### config.mk
export PLATFORM = sky130hd
export DESIGN_NAME = dihed_sqrt
export DESIGN_NICKNAME = d
export VERILOG_FILES = /design/src/sv/dihed_pkg.sv /design/src/sv/dihed_sqrt.sv
export SDC_FILE = /design/constraint.sdc
export NUM_CORES = 2
export LEC_CHECK = 0
export BUFFER_PORTS_ARGS = -buffer_cell sky130_fd_sc_hd__buf_2
export CORE_MARGIN = 2
export CORE_UTILIZATION = 55
export DETAILED_ROUTE_END_ITERATION = 16
export GPL_TIMING_DRIVEN = 1
export HOLD_SLACK_MARGIN = 0.12
export PLACE_DENSITY = 0.86
export SYNTH_ARGS = -nofsm -noshare
export SYNTH_HDL_FRONTEND = slang
export SYNTH_SLANG_ARGS = --single-unit
### constraint.sdc
create_clock -name clk -period 2.5 [get_ports clk]
set_input_delay 0 -clock clk [delete_from_list [all_inputs] [get_ports clk]]
set_output_delay 0 -clock clk [all_outputs]
set_load 0.01 [all_outputs]
### src/sv/dihed_pkg.sv
// ----------------------------------------------------------------------------
// dihed_pkg
// shared widths, types and register codes of the dihedral angle pipeline
// ----------------------------------------------------------------------------
package dihed_pkg;

    localparam int COORD_W   = 32;
    localparam int DIFF_W    = 33;
    localparam int MAG_W     = 33;
    localparam int SCL_W     = 15;
    localparam int SCL_MSB   = 13;
    localparam int SCL_SH_W  = 5;
    localparam int PROD_W    = 30;
    localparam int NRM_W     = 31;
    localparam int SQ_W      = 30;
    localparam int X_W       = 64;
    localparam int T_W       = 48;
    localparam int HALF_W    = 24;
    localparam int RT_STEPS  = 15;
    localparam int RT_W      = 31;
    localparam int RG_W      = 15;
    localparam int CD_W      = 35;
    localparam int Z_W       = 27;
    localparam int NORM_MSB  = 29;
    localparam int NRM_SH_W  = 6;
    localparam int CD_STEPS  = 23;
    localparam int ANG_W     = 17;
    localparam int BOX_W     = 32;
    localparam int AXES_W    = 3;
    localparam int CFG_IDX_W = 2;
    localparam int CFG_W     = 32;

    localparam logic signed [Z_W-1:0]   DEG180_Q16  = 27'sd11796480;
    localparam logic signed [ANG_W-1:0] ANGLE_LIMIT = 17'sd46080;
    localparam logic [BOX_W-1:0]        BOX_RESET   = 32'd6553600;

    typedef enum logic [CFG_IDX_W-1:0] {
        REG_BOX_X = 2'd0,
        REG_BOX_Y = 2'd1,
        REG_BOX_Z = 2'd2,
        REG_AXES  = 2'd3
    } cfg_reg_e;

    typedef logic signed [COORD_W-1:0] coord_t;
    typedef logic signed [DIFF_W-1:0]  diff_t;
    typedef logic signed [SCL_W-1:0]   scl_t;

    typedef struct packed {
        coord_t x;
        coord_t y;
        coord_t z;
    } point_t;

    typedef struct packed {
        point_t p1;
        point_t p2;
        point_t p3;
        point_t p4;
    } pts_t;

    typedef struct packed {
        diff_t x;
        diff_t y;
        diff_t z;
    } dvec_t;

    typedef struct packed {
        scl_t x;
        scl_t y;
        scl_t z;
    } svec_t;

    typedef struct packed {
        logic [BOX_W-1:0]  box_x;
        logic [BOX_W-1:0]  box_y;
        logic [BOX_W-1:0]  box_z;
        logic [AXES_W-1:0] axes;
    } box_cfg_t;

endpackage

### src/sv/dihed_sqrt.sv
// ----------------------------------------------------------------------------
// dihed_sqrt
// pipelined integer square root, one root bit a stage, rounded to nearest
// ----------------------------------------------------------------------------
module dihed_sqrt (
    input  logic                                  clk,
    input  logic                                  rst_n,
    input  logic                                  en,
    input  logic                                  in_valid,
    input  logic signed [dihed_pkg::X_W-1:0]      x,
    input  logic signed [dihed_pkg::T_W-1:0]      t,
    input  logic [dihed_pkg::SQ_W-1:0]            n,
    output logic                                  out_valid,
    output logic signed [dihed_pkg::X_W-1:0]      x_out,
    output logic signed [dihed_pkg::T_W-1:0]      t_out,
    output logic [dihed_pkg::RG_W-1:0]            rg
);

    localparam int NS = dihed_pkg::RT_STEPS;

    typedef struct packed {
        logic signed [dihed_pkg::X_W-1:0] x;
        logic signed [dihed_pkg::T_W-1:0] t;
        logic [dihed_pkg::SQ_W-1:0]       rem;
        logic [dihed_pkg::RT_W-1:0]       r;
    } rt_stage_t;

    logic [NS:0] vld_reg;
    rt_stage_t   st_reg  [NS];
    rt_stage_t   st_next [NS];
    logic signed [dihed_pkg::X_W-1:0] x_reg;
    logic signed [dihed_pkg::T_W-1:0] t_reg;
    logic [dihed_pkg::RG_W-1:0]       rg_reg;
    logic [dihed_pkg::RG_W-1:0]       rg_next;

    always_comb
    begin
        rt_stage_t cur;
        logic [dihed_pkg::RT_W-1:0] bitv;
        logic [dihed_pkg::RT_W-1:0] trial;
        for (int k = 0; k < NS; k++)
        begin
            if (k == 0)
            begin
                cur.x   = x;
                cur.t   = t;
                cur.rem = n;
                cur.r   = '0;
            end
            else
                cur = st_reg[k-1];
            bitv  = dihed_pkg::RT_W'(1) << (2 * (NS - 1 - k));
            trial = cur.r + bitv;
            if ({1'b0, cur.rem} >= trial)
            begin
                cur.rem = cur.rem - trial[dihed_pkg::SQ_W-1:0];
                cur.r   = (cur.r >> 1) + bitv;
            end
            else
                cur.r = cur.r >> 1;
            st_next[k] = cur;
        end
    end

    // round up when the remainder exceeds the root
    always_comb
    begin
        if ({1'b0, st_reg[NS-1].rem} > st_reg[NS-1].r)
            rg_next = st_reg[NS-1].r[dihed_pkg::RG_W-1:0] + dihed_pkg::RG_W'(1);
        else
            rg_next = st_reg[NS-1].r[dihed_pkg::RG_W-1:0];
    end

    always_ff @(posedge clk or negedge rst_n)
    begin
        if (!rst_n)
            vld_reg <= '0;
        else if (en)
            vld_reg <= {vld_reg[NS-1:0], in_valid};
    end

    always_ff @(posedge clk)
    begin
        if (en)
        begin
            for (int k = 0; k < NS; k++)
                st_reg[k] <= st_next[k];
            x_reg  <= st_reg[NS-1].x;
            t_reg  <= st_reg[NS-1].t;
            rg_reg <= rg_next;
        end
    end

    assign out_valid = vld_reg[NS];
    assign x_out = x_reg;
    assign t_out = t_reg;
    assign rg    = rg_reg;

endmodule

**Word-level counts from Yosys, hierarchy flattened**

Memory sizes are Yosys's and may differ from the RTL's.
Cells that the tools add are included.

- Multiplexer cells: 33
- Magnitude comparators: 16
- Add/subtract/negate cells: 44

Operator list:

| cell | number |
|---|---|
| $mux W30 | 15 |
| $ge A30 B31 Y1 | 14 |
| $mux W31 | 14 |
| $sub A30 B30 Y30 | 14 |
| $add A30 B1 Y31 const B | 1 |
| $add A30 B11 Y31 const B | 1 |
| $add A30 B13 Y31 const B | 1 |
| $add A30 B15 Y31 const B | 1 |
| $add A30 B17 Y31 const B | 1 |
| $add A30 B19 Y31 const B | 1 |
| $add A30 B21 Y31 const B | 1 |
| $add A30 B23 Y31 const B | 1 |
| $add A30 B25 Y31 const B | 1 |
| $add A30 B27 Y31 const B | 1 |
| $add A30 B3 Y31 const B | 1 |
| $add A30 B5 Y31 const B | 1 |
| $add A30 B7 Y31 const B | 1 |
| $add A30 B9 Y31 const B | 1 |
| $add A31 B1 Y31 const B | 1 |
| $add A31 B11 Y31 const B | 1 |
| $add A31 B13 Y31 const B | 1 |
| $add A31 B15 Y31 const B | 1 |
| $add A31 B17 Y31 const B | 1 |
| $add A31 B19 Y31 const B | 1 |
| other kinds (15) | 16 |

- Memories: 1
- Output and inout port bits: 128
- Bits in writable memories: 2595
- Register bits: 143
- Logic and storage cells: 98
- Input bits: 146

Memories:

| memory | words | bits a word | rd ports | clocked after memory_dff | write ports | RTL line | source |
|---|---|---|---|---|---|---|---|
| st_reg | 15 | 173 | 15 | 0 | 15 | dihed_sqrt.sv:29 | `rt_stage_t st_reg [NS];` |

**Logic depth before layout (Yosys ltp)**

An unclocked memory read counts as a cell.

- Depth after elaboration: 4
- Gate-level depth with buffers: 12
- Gate-level depth less buffers: 10

**Worst setup path after synthesis**

No wires, ideal clock.

- Path type: register -> register
- Start: memory st_reg[1][746] in the netlist's numbering
- End: memory st_reg[1][924] in the netlist's numbering, data pin
- Path slack: -192 ps
- Data required time: 2240 ps
- Library setup time: 260 ps
- Period minus slack after synthesis: 2692 ps
- Path buffers: 1
- Cell stages (with the launch flop): 9
- Arrival: 2432 ps
- Cells stage by stage: edfxtp_1 or4_1 or2_0 or3_1 nor4b_2 o21a_2 buf_6 nor2_1 mux2_2

RTL lines:

| element | RTL line |
|---|---|
| start: declaration | dihed_sqrt.sv:29 |

==> results.json <==
{
  "status": "finished, violations left",
  "violations": "setup timing",
  "drt-total-wl_mm": 150,
  "drcViolationCount": 0,
  "hold_class": "input pin to register",
  "finalHoldWorstSlack_ps": 222,
  "area_growth_pct": 24.1,
  "setup_ws_ps": -218,
  "fin_crit_sh_pct": 109,
  "reg2reg_depth": 8,
  "dp_cells": 6718,
  "ys_ff_latch": 2393,
  "ff_latch_area_mm2": 0.0718,
  "final_cell_mix": "2377 x edfxtp_1, 432 x buf_4, 291 x dlygate4sd3_1",
  "drt-wirelength-per-cell_um": 19.9,
  "first_pass_iters": 5,
  "die-area_mm2": 0.153,
  "critPathCaptureType": "register",
  "cts_tree": "yes",
  "yosysWarnings": 0,
  "worstMarginPinSlew_ps": 696,
  "avgSynthCellArea_um2": 20.3,
  "vias_per_cell": 5.19,
  "yosys-top-cells-area": "edfxtp_1 86%, ha_1 2.3%, xnor2_1 1.1%, xor2_1 1.0%, inv_1 0.84%",
  "io_pins": 274,
  "regToRegStartpoint": "st_reg[1][916]$_DFFE_PP_",
  "hold_start": "en",
  "diodes": 0,
  "synth_edf_count": 2377,
  "antenna_found_initial": 0,
  "synthCells": 4068,
  "cts_sinks": 2393,
  "grt_pass1_wl_mm": 228,
  "setup_violations": 71,
  "gp_congestion": 0.872,
  "max_freq_ghz": 0.368,
  "vias": 39000,
  "core-area_mm2": 0.150,
  "skew_ps": 87.0,
  "drv_slew": 0,
  "synthDistinctLibCells": 75,
  "rows": 142,
  "drtAntennaViolNets": 0,
  "grt.overflow.total": 0,
  "cp.arrival_ps": 3290,
  "synth_area_mm2": 0.0826,
  "yosys.area.top_type_share_pct": 86.4,
  "start_util_pct": 55.2,
  "hpwl_mm": 82.5,
  "first_global_vias": 40700,
  "synth_nets": 4363,
  "worst_r2r_endpoint": "st_reg[1][1089]$_DFFE_PP_",
  "nNetsFinal": 5604,
  "grt_max_degree": 122,
  "final_area_mm2": 0.103,
  "numCtsBuffers": 220,
  "clock_path_buffers": 3,
  "fill_cells": 9248,
  "multi_input_area_mm2": 0.0116,
  "portBuffers": 273,
  "synth.largest_area_cell": "edfxtp_1",
  "rrSetupSlack_ps": -220,
  "placed_cell_area_mm2": 0.0899,
  "die_y_um": 392,
  "final_common_cell": "edfxtp_1",
  "ys_seq_area_share_pct": 86.9,
  "clkTransAtPathRegs_ps": 70,
  "max-vdd-ir-drop_v": 0.000956,
  "min_to": "st_reg[0][147]$_DFFE_PP_",
  "critPathLaunchType": "register",
  "grt_use_total_pct": 19.4,
  "cp.required_ps": 3080,
  "path_class": "register to register",
  "fin_cells": 7517,
  "finalPower_uw": 90900,
  "power.density_mw_per_mm2": 886,
  "finalSetupTns_ps": -8490,
  "largest_reg_flops": 2250,
  "insertion_delay_ps": 880,
  "max_slew_margin_pct": 53.4,
  "htree_levels": 4,
  "hold_viol_final": 0,
  "period_needed_ps": 2720,
  "synth_ff_type": "edfxtp_1",
  "holdPathStages": 2,
  "synthArstFlopShare_pct": 0.669,
  "leakagePower_uw": 0.0370,
  "maxCapViolCount": 0,
  "die_width_um": 392,
  "dr.first_iter.drc_count": 2707,
  "rsz0062_at_grt": "yes",
  "crit_fanout": 5,
  "drive_above_1_share_pct": 25.1,
  "cts-root-buf": "clkbuf_16"
}
-- power breakdown --
part | leakage (uW) | switching, uW | total [uW] | internal, uW
Sequential | 0.0233 | 1520 | 49300 | 47800
Clock | 0.00355 | 15000 | 33800 | 18800
Combinational | 0.0101 | 4090 | 7780 | 3690
Total | 0.0370 | 20600 | 90900 | 70300
-- per-layer routing --
layer  track usage (%)  share of wire [%]
met2              35.9                 55
met3              3.25                3.7
met1              22.4                 38
met4              7.53                3.7
met5                 0                  0
-- stage by stage --
stage	worst slack (ps)	util (%)
detailed placement	-371	60.1
CTS	-227	67.5
global placement	-329	60.1
finish	-218	68.6
floorplan	-181	-
global route	-310	68.6
-- Yosys cell counts (5+ instances only) --
| library cell | instances |
|---|---|
| and2_1 | 7 |
| o211ai_1 | 11 |
| mux2_2 | 35 |
| clkbuf_1 | 23 |
| inv_1 | 185 |
| o2111ai_1 | 5 |
| nand2b_1 | 28 |
| nand4b_1 | 9 |
| a21oi_1 | 113 |
| or3_1 | 26 |
| nor3_1 | 63 |
| or2_2 | 10 |
| o31ai_1 | 18 |
| o21a_1 | 27 |
| nor2b_1 | 26 |
| mux2i_1 | 5 |
| a21boi_0 | 7 |
| nand2_1 | 157 |
| a31oi_1 | 11 |
| nor2_1 | 131 |
| nor4_1 | 62 |
| nand4_1 | 30 |
| nand3_1 | 31 |
| o21bai_1 | 5 |
| xnor2_1 | 103 |
| xor2_1 | 99 |
| or4_1 | 22 |
| nand3b_1 | 10 |
| a211oi_1 | 15 |
| a21o_1 | 17 |
| edfxtp_1 | 2377 |
| dfrtp_1 | 16 |
| ha_1 | 149 |
| o21ai_0 | 137 |
| nor4b_1 | 13 |
| and3_1 | 7 |
-- critical path, stage by stage (launching register included) --
cell       delay [ps]
edfxtp_1          380
or4_4             540
or4_4             440
nand4bb_4         210
nand3b_1          210
a21oi_4           240
inv_2             100
and4_1            190
xor2_1            140
-- how the worst max path moves through the flow --
stage,start,to,slack (ps),depth (start not counted)
2_1_floorplan,st_reg[1][746]$_DFFE_PP_,st_reg[1][924]$_DFFE_PP_,-180,8
3_3_place_gp,st_reg[1][746]$_DFFE_PP_,st_reg[1][924]$_DFFE_PP_,-330,8
3_5_place_dp,st_reg[1][729]$_DFFE_PP_,st_reg[1][914]$_DFFE_PP_,-370,8
4_1_cts,st_reg[1][916]$_DFFE_PP_,st_reg[1][1089]$_DFFE_PP_,-230,8
5_1_grt,st_reg[1][727]$_DFFE_PP_,st_reg[1][915]$_DFFE_PP_,-310,9
6_report,st_reg[1][916]$_DFFE_PP_,st_reg[1][1089]$_DFFE_PP_,-220,8
-- area by class of cell --
type,instances,area share (%)
inverter,186,0.681
timing repair buffer,1052,8.31
clock inverter,160,1.71
timing repair inverter,1,0.00732
tap,2016,2.46
sequential,2393,70.0
clock buffer,254,5.49
multi-input combinational,1455,11.4
-- what timing repair did --
item	4_1_cts	5_1_grt
gates resized for setup	110	230
hold buffers	291	0
endpoints found under the hold margin	2366	0
setup buffers	34	58
cloned	2	3
endpoints found under the setup margin	142	203
pin swaps	51	110
-- logic make-up after synthesis --
group / count (synthesis) / synth area share [%]
flip-flops: 2393 / 86.9
AND/OR/NAND/NOR: 654 / 4.13
AO/OA/AOI/OAI: 410 / 3.05
buffers and inverters: 220 / 1.03
XOR/XNOR: 202 / 2.14
adder cells (fa/ha/maj): 149 / 2.26
multiplexers: 40 / 0.537
Note: power is estimated with default switching activity, not from simulation.
